==> src/hdl/ild_pkg.sv <==
`default_nettype none
package ild_pkg;

	localparam int CAPACITY_DEF   = 64;
	localparam int DATA_WIDTH_DEF = 32;

	localparam int CMD_W   = 4;
	localparam int INDEX_W = 32;
	localparam int VALUE_W = 32;
	localparam int DATA_W  = 32;
	localparam int STAT_W  = 2;
	localparam int COUNT_W = 7;

	localparam int IN_W  = 72;
	localparam int OUT_W = 48;

	localparam logic [CMD_W-1:0] CMD_PUSH    = 4'd0;
	localparam logic [CMD_W-1:0] CMD_UNSHIFT = 4'd1;
	localparam logic [CMD_W-1:0] CMD_POP     = 4'd2;
	localparam logic [CMD_W-1:0] CMD_SHIFT   = 4'd3;
	localparam logic [CMD_W-1:0] CMD_TOP     = 4'd4;
	localparam logic [CMD_W-1:0] CMD_BOTTOM  = 4'd5;
	localparam logic [CMD_W-1:0] CMD_GET     = 4'd6;
	localparam logic [CMD_W-1:0] CMD_SET     = 4'd7;
	localparam logic [CMD_W-1:0] CMD_EXISTS  = 4'd8;
	localparam logic [CMD_W-1:0] CMD_UNSET   = 4'd9;

	localparam logic [STAT_W-1:0] ST_OK    = 2'd0;
	localparam logic [STAT_W-1:0] ST_EMPTY = 2'd1;
	localparam logic [STAT_W-1:0] ST_RANGE = 2'd2;
	localparam logic [STAT_W-1:0] ST_FULL  = 2'd3;

	typedef struct packed {
		logic load;
		logic dec;
		logic link;
		logic take;
		logic walk;
		logic fin;
		logic give;
		logic post;
	} ctrl_cmd_t;

	typedef struct packed {
		logic is_push;
		logic is_pop;
		logic is_peek;
		logic is_idx;
		logic is_unset;
		logic full;
		logic empty;
		logic in_range;
		logic idx_zero;
		logic rem_last;
		logic out_free;
	} ctrl_sts_t;

endpackage
`default_nettype wire

==> src/hdl/ild_ram.sv <==
`default_nettype none
module ild_ram #(
	parameter int WIDTH = 32,
	parameter int DEPTH = 64
) (
	input  wire logic                     clk,
	input  wire logic                     we,
	input  wire logic [$clog2(DEPTH)-1:0] waddr,
	input  wire logic [WIDTH-1:0]         wdata,
	input  wire logic [$clog2(DEPTH)-1:0] raddr,
	output logic      [WIDTH-1:0]         rdata
);

	logic [WIDTH-1:0] mem [DEPTH];

	always_ff @(posedge clk) begin
		if (we) begin
			mem[waddr] <= wdata;
		end
		rdata <= mem[raddr];
	end

endmodule
`default_nettype wire

==> src/hdl/ild_ctrl.sv <==
`default_nettype none
module ild_ctrl (
	input  wire logic              clk,
	input  wire logic              arst_n,
	input  wire logic              in_valid,
	output logic                   in_ready,
	input  wire ild_pkg::ctrl_sts_t sts,
	output ild_pkg::ctrl_cmd_t     cmd
);
	import ild_pkg::*;

	localparam logic [2:0] S_IDLE = 3'd0;
	localparam logic [2:0] S_DEC  = 3'd1;
	localparam logic [2:0] S_LINK = 3'd2;
	localparam logic [2:0] S_TAKE = 3'd3;
	localparam logic [2:0] S_WALK = 3'd4;
	localparam logic [2:0] S_FIN  = 3'd5;
	localparam logic [2:0] S_GIVE = 3'd6;
	localparam logic [2:0] S_DONE = 3'd7;

	logic [2:0] state_q;
	logic [2:0] state_d;

	assign in_ready = (state_q == S_IDLE);

	always_comb begin
		state_d = state_q;
		cmd = '0;
		case (state_q)
			S_IDLE: begin
				if (in_valid) begin
					cmd.load = 1'b1;
					state_d = S_DEC;
				end
			end
			S_DEC: begin
				cmd.dec = 1'b1;
				if (sts.is_push) begin
					state_d = sts.full ? S_DONE : S_LINK;
				end else if (sts.is_pop || sts.is_peek) begin
					state_d = sts.empty ? S_DONE : S_TAKE;
				end else if (sts.is_idx) begin
					if (!sts.in_range) begin
						state_d = S_DONE;
					end else if (sts.idx_zero) begin
						state_d = S_FIN;
					end else begin
						state_d = S_WALK;
					end
				end else begin
					state_d = S_DONE;
				end
			end
			S_LINK: begin
				cmd.link = 1'b1;
				state_d = S_DONE;
			end
			S_TAKE: begin
				cmd.take = 1'b1;
				state_d = S_DONE;
			end
			S_WALK: begin
				cmd.walk = 1'b1;
				if (sts.rem_last) begin
					state_d = S_FIN;
				end
			end
			S_FIN: begin
				cmd.fin = 1'b1;
				state_d = sts.is_unset ? S_GIVE : S_DONE;
			end
			S_GIVE: begin
				cmd.give = 1'b1;
				state_d = S_DONE;
			end
			S_DONE: begin
				if (sts.out_free) begin
					cmd.post = 1'b1;
					state_d = S_IDLE;
				end
			end
			default: begin
				state_d = S_IDLE;
			end
		endcase
	end

	always_ff @(posedge clk or negedge arst_n) begin
		if (!arst_n) begin
			state_q <= S_IDLE;
		end else begin
			state_q <= state_d;
		end
	end

`ifndef SYNTH
	a_cmd_onehot: assert property (@(posedge clk) disable iff (!arst_n)
		$onehot0(cmd))
		else $error("more than one datapath command at once");
	a_walk_exit: assert property (@(posedge clk) disable iff (!arst_n)
		(state_q == S_WALK) && sts.rem_last |=> (state_q == S_FIN))
		else $error("walk did not end at the addressed element");
	a_post_idle: assert property (@(posedge clk) disable iff (!arst_n)
		cmd.post |=> in_ready)
		else $error("controller not idle after result");
`endif

endmodule
`default_nettype wire

==> src/hdl/ild_dpath.sv <==
`default_nettype none
module ild_dpath #(
	parameter int CAPACITY   = ild_pkg::CAPACITY_DEF,
	parameter int DATA_WIDTH = ild_pkg::DATA_WIDTH_DEF
) (
	input  wire logic                         clk,
	input  wire logic                         arst_n,
	input  wire ild_pkg::ctrl_cmd_t           cmd,
	output ild_pkg::ctrl_sts_t                sts,
	input  wire logic                         cfg_we,
	input  wire logic                         cfg_lifo,
	input  wire logic [ild_pkg::CMD_W-1:0]    in_cmd,
	input  wire logic [ild_pkg::INDEX_W-1:0]  in_index,
	input  wire logic [ild_pkg::VALUE_W-1:0]  in_value,
	output logic                              out_valid,
	input  wire logic                         out_ready,
	output logic      [ild_pkg::DATA_W-1:0]   out_data,
	output logic      [ild_pkg::STAT_W-1:0]   out_status,
	output logic                              out_exists,
	output logic      [ild_pkg::COUNT_W-1:0]  out_count,
	output logic                              out_empty
);
	import ild_pkg::*;

	localparam int AW = $clog2(CAPACITY);
	localparam int CW = $clog2(CAPACITY + 1);

	logic [CMD_W-1:0]   cmd_q;
	logic [INDEX_W-1:0] idx_q;
	logic [VALUE_W-1:0] val_q;
	logic               lifo_q;
	logic [AW-1:0]      head_q, tail_q, free_q, cur_q;
	logic [CW-1:0]      cnt_q, rec_q, fresh_q, rem_q;
	logic [DATA_W-1:0]  data_q;
	logic [STAT_W-1:0]  st_q;
	logic               ex_q;

	logic [DATA_WIDTH-1:0] pay_rdata, pay_wdata;
	logic [AW-1:0]         nxt_rdata, prv_rdata;
	logic                  pay_we, nxt_we, prv_we;
	logic [AW-1:0]         pay_waddr, nxt_waddr, prv_waddr;
	logic [AW-1:0]         nxt_wdata, prv_wdata;
	logic [AW-1:0]         pay_raddr, link_raddr;

	logic [AW-1:0] end_slot, start_slot, new_slot, walk_next, sel_slot;
	logic          is_push, is_pop, is_peek, is_idx, in_range;
	logic [63:0]   val64, rd64;
	logic [31:0]   cnt32;

	assign is_push  = (cmd_q == CMD_PUSH) || (cmd_q == CMD_UNSHIFT);
	assign is_pop   = (cmd_q == CMD_POP) || (cmd_q == CMD_SHIFT);
	assign is_peek  = (cmd_q == CMD_TOP) || (cmd_q == CMD_BOTTOM);
	assign is_idx   = (cmd_q == CMD_GET) || (cmd_q == CMD_SET) || (cmd_q == CMD_UNSET);
	assign cnt32    = 32'(cnt_q);
	assign in_range = !idx_q[INDEX_W-1] && ({1'b0, idx_q[INDEX_W-2:0]} < cnt32);

	assign end_slot   = ((cmd_q == CMD_POP) || (cmd_q == CMD_TOP)) ? tail_q : head_q;
	assign start_slot = lifo_q ? tail_q : head_q;
	assign new_slot   = (rec_q != '0) ? free_q : fresh_q[AW-1:0];
	assign walk_next  = lifo_q ? prv_rdata : nxt_rdata;
	assign sel_slot   = is_push ? new_slot : (is_idx ? start_slot : end_slot);

	assign val64 = {32'd0, val_q};
	assign rd64  = 64'(pay_rdata);

	assign sts.is_push  = is_push;
	assign sts.is_pop   = is_pop;
	assign sts.is_peek  = is_peek;
	assign sts.is_idx   = is_idx;
	assign sts.is_unset = (cmd_q == CMD_UNSET);
	assign sts.full     = (cnt_q == CW'(CAPACITY));
	assign sts.empty    = (cnt_q == '0);
	assign sts.in_range = in_range;
	assign sts.idx_zero = (idx_q[INDEX_W-2:0] == '0);
	assign sts.rem_last = (rem_q == CW'(1));
	assign sts.out_free = !out_valid || out_ready;

	// read addresses
	always_comb begin
		pay_raddr  = cur_q;
		link_raddr = cur_q;
		if (cmd.dec) begin
			pay_raddr  = is_idx ? start_slot : end_slot;
			link_raddr = is_push ? free_q : (is_idx ? start_slot : end_slot);
		end else if (cmd.walk) begin
			pay_raddr  = walk_next;
			link_raddr = walk_next;
		end
	end

	// write ports
	always_comb begin
		pay_we    = 1'b0;
		pay_waddr = cur_q;
		pay_wdata = val64[DATA_WIDTH-1:0];
		nxt_we    = 1'b0;
		nxt_waddr = cur_q;
		nxt_wdata = free_q;
		prv_we    = 1'b0;
		prv_waddr = cur_q;
		prv_wdata = tail_q;
		if (cmd.link) begin
			pay_we = 1'b1;
			if (cnt_q != '0) begin
				nxt_we = 1'b1;
				prv_we = 1'b1;
				if (cmd_q == CMD_PUSH) begin
					nxt_waddr = tail_q;
					nxt_wdata = cur_q;
					prv_waddr = cur_q;
					prv_wdata = tail_q;
				end else begin
					nxt_waddr = cur_q;
					nxt_wdata = head_q;
					prv_waddr = head_q;
					prv_wdata = cur_q;
				end
			end
		end else if (cmd.take) begin
			nxt_we = is_pop;
		end else if (cmd.fin) begin
			if (cmd_q == CMD_SET) begin
				pay_we = 1'b1;
			end else if (cmd_q == CMD_UNSET) begin
				nxt_we    = (cur_q != head_q);
				nxt_waddr = prv_rdata;
				nxt_wdata = nxt_rdata;
				prv_we    = (cur_q != tail_q);
				prv_waddr = nxt_rdata;
				prv_wdata = prv_rdata;
			end
		end else if (cmd.give) begin
			nxt_we = 1'b1;
		end
	end

	ild_ram #(.WIDTH(DATA_WIDTH), .DEPTH(CAPACITY)) u_pay (
		.clk(clk), .we(pay_we), .waddr(pay_waddr), .wdata(pay_wdata),
		.raddr(pay_raddr), .rdata(pay_rdata)
	);

	ild_ram #(.WIDTH(AW), .DEPTH(CAPACITY)) u_nxt (
		.clk(clk), .we(nxt_we), .waddr(nxt_waddr), .wdata(nxt_wdata),
		.raddr(link_raddr), .rdata(nxt_rdata)
	);

	ild_ram #(.WIDTH(AW), .DEPTH(CAPACITY)) u_prv (
		.clk(clk), .we(prv_we), .waddr(prv_waddr), .wdata(prv_wdata),
		.raddr(link_raddr), .rdata(prv_rdata)
	);

	// item and walk registers
	always_ff @(posedge clk) begin
		if (cmd.load) begin
			cmd_q <= in_cmd;
			idx_q <= in_index;
			val_q <= in_value;
		end
		if (cmd.dec) begin
			cur_q  <= sel_slot;
			rem_q  <= idx_q[CW-1:0];
			data_q <= '0;
			ex_q   <= (cmd_q == CMD_GET) || (cmd_q == CMD_SET) ||
				(cmd_q == CMD_EXISTS) || (cmd_q == CMD_UNSET) ? in_range : 1'b0;
			if (is_push && sts.full) begin
				st_q <= ST_FULL;
			end else if ((is_pop || is_peek) && sts.empty) begin
				st_q <= ST_EMPTY;
			end else if (is_idx && !in_range) begin
				st_q <= ST_RANGE;
			end else begin
				st_q <= ST_OK;
			end
		end
		if (cmd.walk) begin
			cur_q <= walk_next;
			rem_q <= rem_q - CW'(1);
		end
		if (cmd.take || (cmd.fin && (cmd_q == CMD_GET))) begin
			data_q <= rd64[DATA_W-1:0];
		end
		if (cmd.post) begin
			out_data   <= data_q;
			out_status <= st_q;
			out_exists <= ex_q;
			out_count  <= cnt32[COUNT_W-1:0];
			out_empty  <= (cnt_q == '0);
		end
	end

	// list state
	always_ff @(posedge clk or negedge arst_n) begin
		if (!arst_n) begin
			lifo_q    <= 1'b0;
			head_q    <= '0;
			tail_q    <= '0;
			free_q    <= '0;
			cnt_q     <= '0;
			rec_q     <= '0;
			fresh_q   <= '0;
			out_valid <= 1'b0;
		end else begin
			if (cfg_we) begin
				lifo_q <= cfg_lifo;
			end
			if (cmd.link) begin
				if (rec_q != '0) begin
					free_q <= nxt_rdata;
					rec_q  <= rec_q - CW'(1);
				end else begin
					fresh_q <= fresh_q + CW'(1);
				end
				if (cnt_q == '0) begin
					head_q <= cur_q;
					tail_q <= cur_q;
				end else if (cmd_q == CMD_PUSH) begin
					tail_q <= cur_q;
				end else begin
					head_q <= cur_q;
				end
				cnt_q <= cnt_q + CW'(1);
			end
			if (cmd.take && is_pop) begin
				if (cnt_q > CW'(1)) begin
					if (cmd_q == CMD_POP) begin
						tail_q <= prv_rdata;
					end else begin
						head_q <= nxt_rdata;
					end
				end
				cnt_q  <= cnt_q - CW'(1);
				free_q <= cur_q;
				rec_q  <= rec_q + CW'(1);
			end
			if (cmd.fin && (cmd_q == CMD_UNSET)) begin
				if (cur_q == head_q) begin
					head_q <= nxt_rdata;
				end
				if (cur_q == tail_q) begin
					tail_q <= prv_rdata;
				end
			end
			if (cmd.give) begin
				cnt_q  <= cnt_q - CW'(1);
				free_q <= cur_q;
				rec_q  <= rec_q + CW'(1);
			end
			if (cmd.post) begin
				out_valid <= 1'b1;
			end else if (out_ready) begin
				out_valid <= 1'b0;
			end
		end
	end

`ifndef SYNTH
	a_cnt_bound: assert property (@(posedge clk) disable iff (!arst_n)
		cnt_q <= CW'(CAPACITY))
		else $error("element count above capacity");
	a_pool_sum: assert property (@(posedge clk) disable iff (!arst_n)
		({1'b0, cnt_q} + {1'b0, rec_q}) == {1'b0, fresh_q})
		else $error("slot accounting broken");
	a_link_grow: assert property (@(posedge clk) disable iff (!arst_n)
		cmd.link |=> (cnt_q == $past(cnt_q) + CW'(1)))
		else $error("insert did not grow the list");
`endif

endmodule
`default_nettype wire

==> src/hdl/indexed_linked_deque.sv <==
`default_nettype none
// Double-ended queue kept as a doubly linked list over a pool of CAPACITY
// slots in three single-port-write RAMs (payload, next and prev links).
// One item is worked on at a time. After the accept and decode, push and
// unshift link a new slot, pop, shift, top and bottom read an end slot, and
// exists and every error go straight to the result; get, set and unset walk
// to the addressed element one link per cycle through the link RAMs' read
// port, and unset then frees its slot. A new item is accepted from the cycle
// after the result is raised. The result sits in an output register, so the
// next item is taken while it waits. lifo_index is written through the cfg
// channel; the user must write it only while idle (not enforced by the block).
module indexed_linked_deque #(
	parameter int CAPACITY   = ild_pkg::CAPACITY_DEF,
	parameter int DATA_WIDTH = ild_pkg::DATA_WIDTH_DEF
) (
	input  wire logic                    clk,
	input  wire logic                    arst_n,
	input  wire logic                    s_tvalid,
	output logic                         s_tready,
	input  wire logic [ild_pkg::IN_W-1:0] s_tdata,  // cmd, index, value, zero pad
	output logic                         m_tvalid,
	input  wire logic                    m_tready,
	output logic      [ild_pkg::OUT_W-1:0] m_tdata, // data, status, exists, count, empty_res, pad
	input  wire logic                    cfg_valid,
	output logic                         cfg_ready,
	input  wire logic [0:0]              cfg_data   // lifo_index
);
	import ild_pkg::*;

	ctrl_cmd_t            cmd;
	ctrl_sts_t            sts;
	logic [DATA_W-1:0]    out_data;
	logic [STAT_W-1:0]    out_status;
	logic                 out_exists;
	logic [COUNT_W-1:0]   out_count;
	logic                 out_empty;

	assign cfg_ready = 1'b1;

	ild_ctrl u_ctrl (
		.clk(clk), .arst_n(arst_n),
		.in_valid(s_tvalid), .in_ready(s_tready),
		.sts(sts), .cmd(cmd)
	);

	ild_dpath #(.CAPACITY(CAPACITY), .DATA_WIDTH(DATA_WIDTH)) u_dpath (
		.clk(clk), .arst_n(arst_n),
		.cmd(cmd), .sts(sts),
		.cfg_we(cfg_valid), .cfg_lifo(cfg_data[0]),
		.in_cmd(s_tdata[3:0]), .in_index(s_tdata[35:4]), .in_value(s_tdata[67:36]),
		.out_valid(m_tvalid), .out_ready(m_tready),
		.out_data(out_data), .out_status(out_status), .out_exists(out_exists),
		.out_count(out_count), .out_empty(out_empty)
	);

	assign m_tdata = {5'd0, out_empty, out_count, out_exists, out_status, out_data};

endmodule
`default_nettype wire

==> config.mk <==
export PLATFORM = sky130hd
export DESIGN_NAME = indexed_linked_deque
export DESIGN_NICKNAME = d
export VERILOG_FILES = /design/src/hdl/ild_pkg.sv /design/src/hdl/ild_ram.sv /design/src/hdl/ild_ctrl.sv /design/src/hdl/ild_dpath.sv /design/src/hdl/indexed_linked_deque.sv
export SDC_FILE = /design/constraint.sdc
export NUM_CORES = 2
export LEC_CHECK = 0
export BUFFER_PORTS_ARGS = -buffer_cell sky130_fd_sc_hd__buf_4
export CORE_UTILIZATION = 57
export DETAILED_ROUTE_END_ITERATION = 10
export GPL_TIMING_DRIVEN = 1
export PLACE_DENSITY = 0.76
export RECOVER_POWER = 50
export SYNTH_ARGS = -nofsm -noshare
export SYNTH_HDL_FRONTEND = slang
export SYNTH_SLANG_ARGS = --single-unit
==> constraint.sdc <==
create_clock -name clk -period 4.2 [get_ports clk]
set_input_delay 1.26 -clock clk [delete_from_list [all_inputs] [get_ports clk]]
set_output_delay 1.26 -clock clk [all_outputs]
set_load 0.05 [all_outputs]
==> flow_metrics.env <==
export IMPL_outcome="finished, violations left"
export IMPL_cts_root_buf="clkbuf_16"
export IMPL_max_stage_delay_ns=0.67
export IMPL_async_flop_share_pct=1.404
export IMPL_rsz0062_at_grt="yes"
export IMPL_cts_tree="done"
export IMPL_period_minus_slack_ns=4.192
export IMPL_grt_pass1_vias=76270
export IMPL_gp_congestion=0.9129
export IMPL_cts_clk_slew_worst_paths_ns=0.06
export IMPL_die_area_um2=214500
export IMPL_dp_hpwl_um=199100
export IMPL_clk_path_buf_depth=4
export IMPL_power_mw=106.7
export IMPL_numCtsBuffers=311
export IMPL_grt_antenna_before_repair=35
export IMPL_fp_coreArea_um2=210400
export IMPL_place_area_um2=129200
export IMPL_p_leak_nw=48.18
export IMPL_ir_drop_mv=0.7880
export IMPL_vias_per_cell=6.569
export IMPL_ios=129
export IMPL_synth_edf_count=2975
export IMPL_yosys_top_cells_count="edfxtp_1 (2975), nand2_1 (1978), nand3_1 (600), mux2i_1 (498), nor2_1 (284)"
export IMPL_first_iter_violations=14030
export IMPL_drive_above_1_share_pct=13.02
export IMPL_grt_overflow_total=0
export IMPL_cts_sinks=3062
export IMPL_placement_io_buffers=118
export IMPL_ys_types=78
export IMPL_holdWs_ns=0.4056
export IMPL_ys_flop_type="edfxtp_1"
export IMPL_htree_levels=5
export IMPL_worstHoldPathType="reg -> reg"
export IMPL_slew_headroom_pct=-162.3
export IMPL_insertion_delay_ns=0.95
export IMPL_synth_cells=8591
export IMPL_areaGrowthSynthToFinish_pct=14.68
export IMPL_yosysMostFrequentCell="edfxtp_1"
export IMPL_setup_tns_ns=0
export IMPL_final_nets=9117
export IMPL_netlist_top_cells_area="edfxtp_1 (74%), nand2_1 (6.1%), mux2i_1 (4.1%)"
export IMPL_grt_use_total_pct=31.62
export IMPL_failed_checks="max-capacitance violations, max-slew violations"
export IMPL_start_util_pct=57.60
export IMPL_postSynthAreaPerCell_um2=14.11
export IMPL_yosysTopAreaCell="edfxtp_1"
export IMPL_die_h_um=463.1
export IMPL_maxSlewViolCount=1974
export IMPL_fillers=13690
export IMPL_ys_seq_elements=3062
export IMPL_timing_fmax_mhz=238.5
export IMPL_start_kind="flop"
export IMPL_fin_cells=12080
export IMPL_end_kind="flop"
export IMPL_slowest_stage="nor2_1"
export IMPL_final_hold_viol_count=0
export IMPL_setup_viol=0
export IMPL_synth_seq_area_share_pct=75.33
export IMPL_worst_pin_slew_ns=3.935
export IMPL_synth_area_um2=121200
export IMPL_critical_path_class="reg -> reg"
export IMPL_netlist_area_leader_share_pct=73.71
export IMPL_routedWlPerCell_um=28.73
export IMPL_max_cap_violations=32
export IMPL_wirelength_um=346900
export IMPL_grt_max_degree=96
export IMPL_drc=0
export IMPL_vias=79320
export IMPL_postLayoutCellArea_um2=139000
export IMPL_yosysWarnings=0
export IMPL_crit_path_cell_trace="inv_1 -> ha_1 -> nand3_1 -> inv_1 -> nor3_1 -> nand2_1 -> buf_4 -> o221ai_1 -> nand3_1 -> nor2_1"
export IMPL_period_share_pct=99.81
export IMPL_skew_ns=0.06389
export IMPL_firstDrtPassIters=7
export IMPL_grt_pass1_wl_um=498100
export IMPL_drt_antenna_violating_nets=0
export IMPL_powerDensity_nw_per_um2=767.4
export IMPL_die_w_um=463.1
export IMPL_critPathRequiredTime_ns=4.78
export IMPL_cp_max_fo=8
export IMPL_rows=168
export IMPL_dp_cells=11500
export IMPL_critPathArrivalTime_ns=4.77
==> per-stage QoR <==
step	setup slack, ns	util, %
final	0.007863	66.05
after floorplan	0.1693	-
after detailed placement	0.02376	61.42
after global routing	-0.02890	66.04
after global placement	0.04333	61.42
after CTS	0.0004263	65.98
==> registers in the layout, summed over array words and instances (netlist names), 32 cells and up <==
register             cells
u_dpath.out_data        32
u_dpath.u_nxt.mem      384
u_dpath.u_pay.rdata     32
u_dpath.data_q          32
u_dpath.pay_wdata       32
u_dpath.u_pay.mem     2048
u_dpath.idx_q           32
u_dpath.u_prv.mem      384
==> logic make-up (layout without fill, tap and decap cells) <==
family / Yosys count / count (layout) / synth area share (%)
xor gates and xnor gates: 36 / 36 / 0.2602
other: 2 / 19 / 0.006197
muxes: 503 / 503 / 4.160
buffers and inverters: 574 / 1236 / 2.180
and+or+nand+nor: 3355 / 3355 / 12.04
DFF: 3062 / 3062 / 75.33
adders and majority gates: 15 / 15 / 0.1549
AOI/OAI and AO/OA: 1044 / 1044 / 5.872
==> layer usage <==
layer	track usage (%)	wire (µm)	share of wire, %
met5	0	134	0.039
met4	16.57	20250	5.8
met3	7.612	49670	14
met2	48.36	156400	45
met1	42.33	120400	35
==> cells in the final DEF, fill, tap and decap left out, drive strengths merged, types with 8 or more instances in the layout <==
cell / n
nand3: 600
buf: 562
xnor2: 25
o221ai: 126
a31oi: 104
and3: 166
clkinvlp: 9
mux2i: 498
o211a: 13
a311oi: 134
dfrtp: 43
clkbuf: 507
nor3: 76
o22ai: 162
nand4: 45
nor4: 62
edfxtp: 2975
o311ai: 11
bufinv: 17
nand2b: 16
a21o: 17
nand2: 1981
and2: 42
diode: 13
nor2b: 15
o221a: 14
ha: 15
o21ai: 106
dfxtp: 44
or3: 8
a41oi: 14
clkinv: 116
o211ai: 17
o31ai: 15
a21oi: 257
nor2: 287
xor2: 11
inv: 25
or4: 29
==> path summary, 6_finish.rpt <==
path	start	to	cells past startpoint	slack (ns)
max	u_dpath.cnt_q[1]$_DFFE_PN0P_	u_dpath.u_nxt.mem[40][3]$_DFFE_PP_	10	0.008
max in group asynchronous	arst_n	u_ctrl.state_q[2]$_DFFE_PN0P_	1	1.42
max reg2reg	u_dpath.cnt_q[1]$_DFFE_PN0P_	u_dpath.u_nxt.mem[40][3]$_DFFE_PP_	10	0.008
min reg2reg	u_dpath.data_q[22]$_SDFFCE_PN0P_	u_dpath.out_data[22]$_DFFE_PP_	0	0.41
min	u_dpath.data_q[22]$_SDFFCE_PN0P_	u_dpath.out_data[22]$_DFFE_PP_	0	0.41
min in group asynchronous	arst_n	u_dpath.lifo_q$_DFFE_PN0P_	1	1.11
==> area by class of cell <==
cell class | count | area [µm²] | share of cell area, %
flip-flops and latches | 3062 | 91290 | 65.69
diodes | 13 | 32.53 | 0.02341
clock inverters | 147 | 1152 | 0.8292
inverters | 20 | 75.07 | 0.05402
well taps | 2805 | 3510 | 2.525
repair buffers | 670 | 6359 | 4.575
multi-input cells | 4959 | 28150 | 20.26
clock buffers | 399 | 8404 | 6.047
==> critical path, delay by kind of cell (launching register included) <==
| kind | cells | cell delay [ns] |
|---|---|---|
| buffers and inverters | 3 | 0.59 |
| flip-flops | 1 | 0.48 |
| adder cells (fa/ha/maj) | 1 | 0.25 |
| AND/OR/NAND/NOR | 5 | 2.10 |
| AO/OA/AOI/OAI | 1 | 0.38 |
==> where the power goes <==
group          internal (mW)  total [mW]  switching, mW  leakage [nW]
sequential              36.3        37.1          0.876          27.7
combinational           13.8        43.1           29.3          15.8
clock                   15.1        26.4           11.3          4.69
==> what timing repair did <==
action | 4_1_cts | 5_1_grt
hold buffers | 0 | 0
pin swaps | 2 | 4
gates resized for setup | 0 | 31
buffers inserted | 1 | 14
endpoints found under the setup margin | 5 | 169
endpoints found under the hold margin | 0 | 0
cloned | 0 | 2
(Power assumes the default switching activity.)
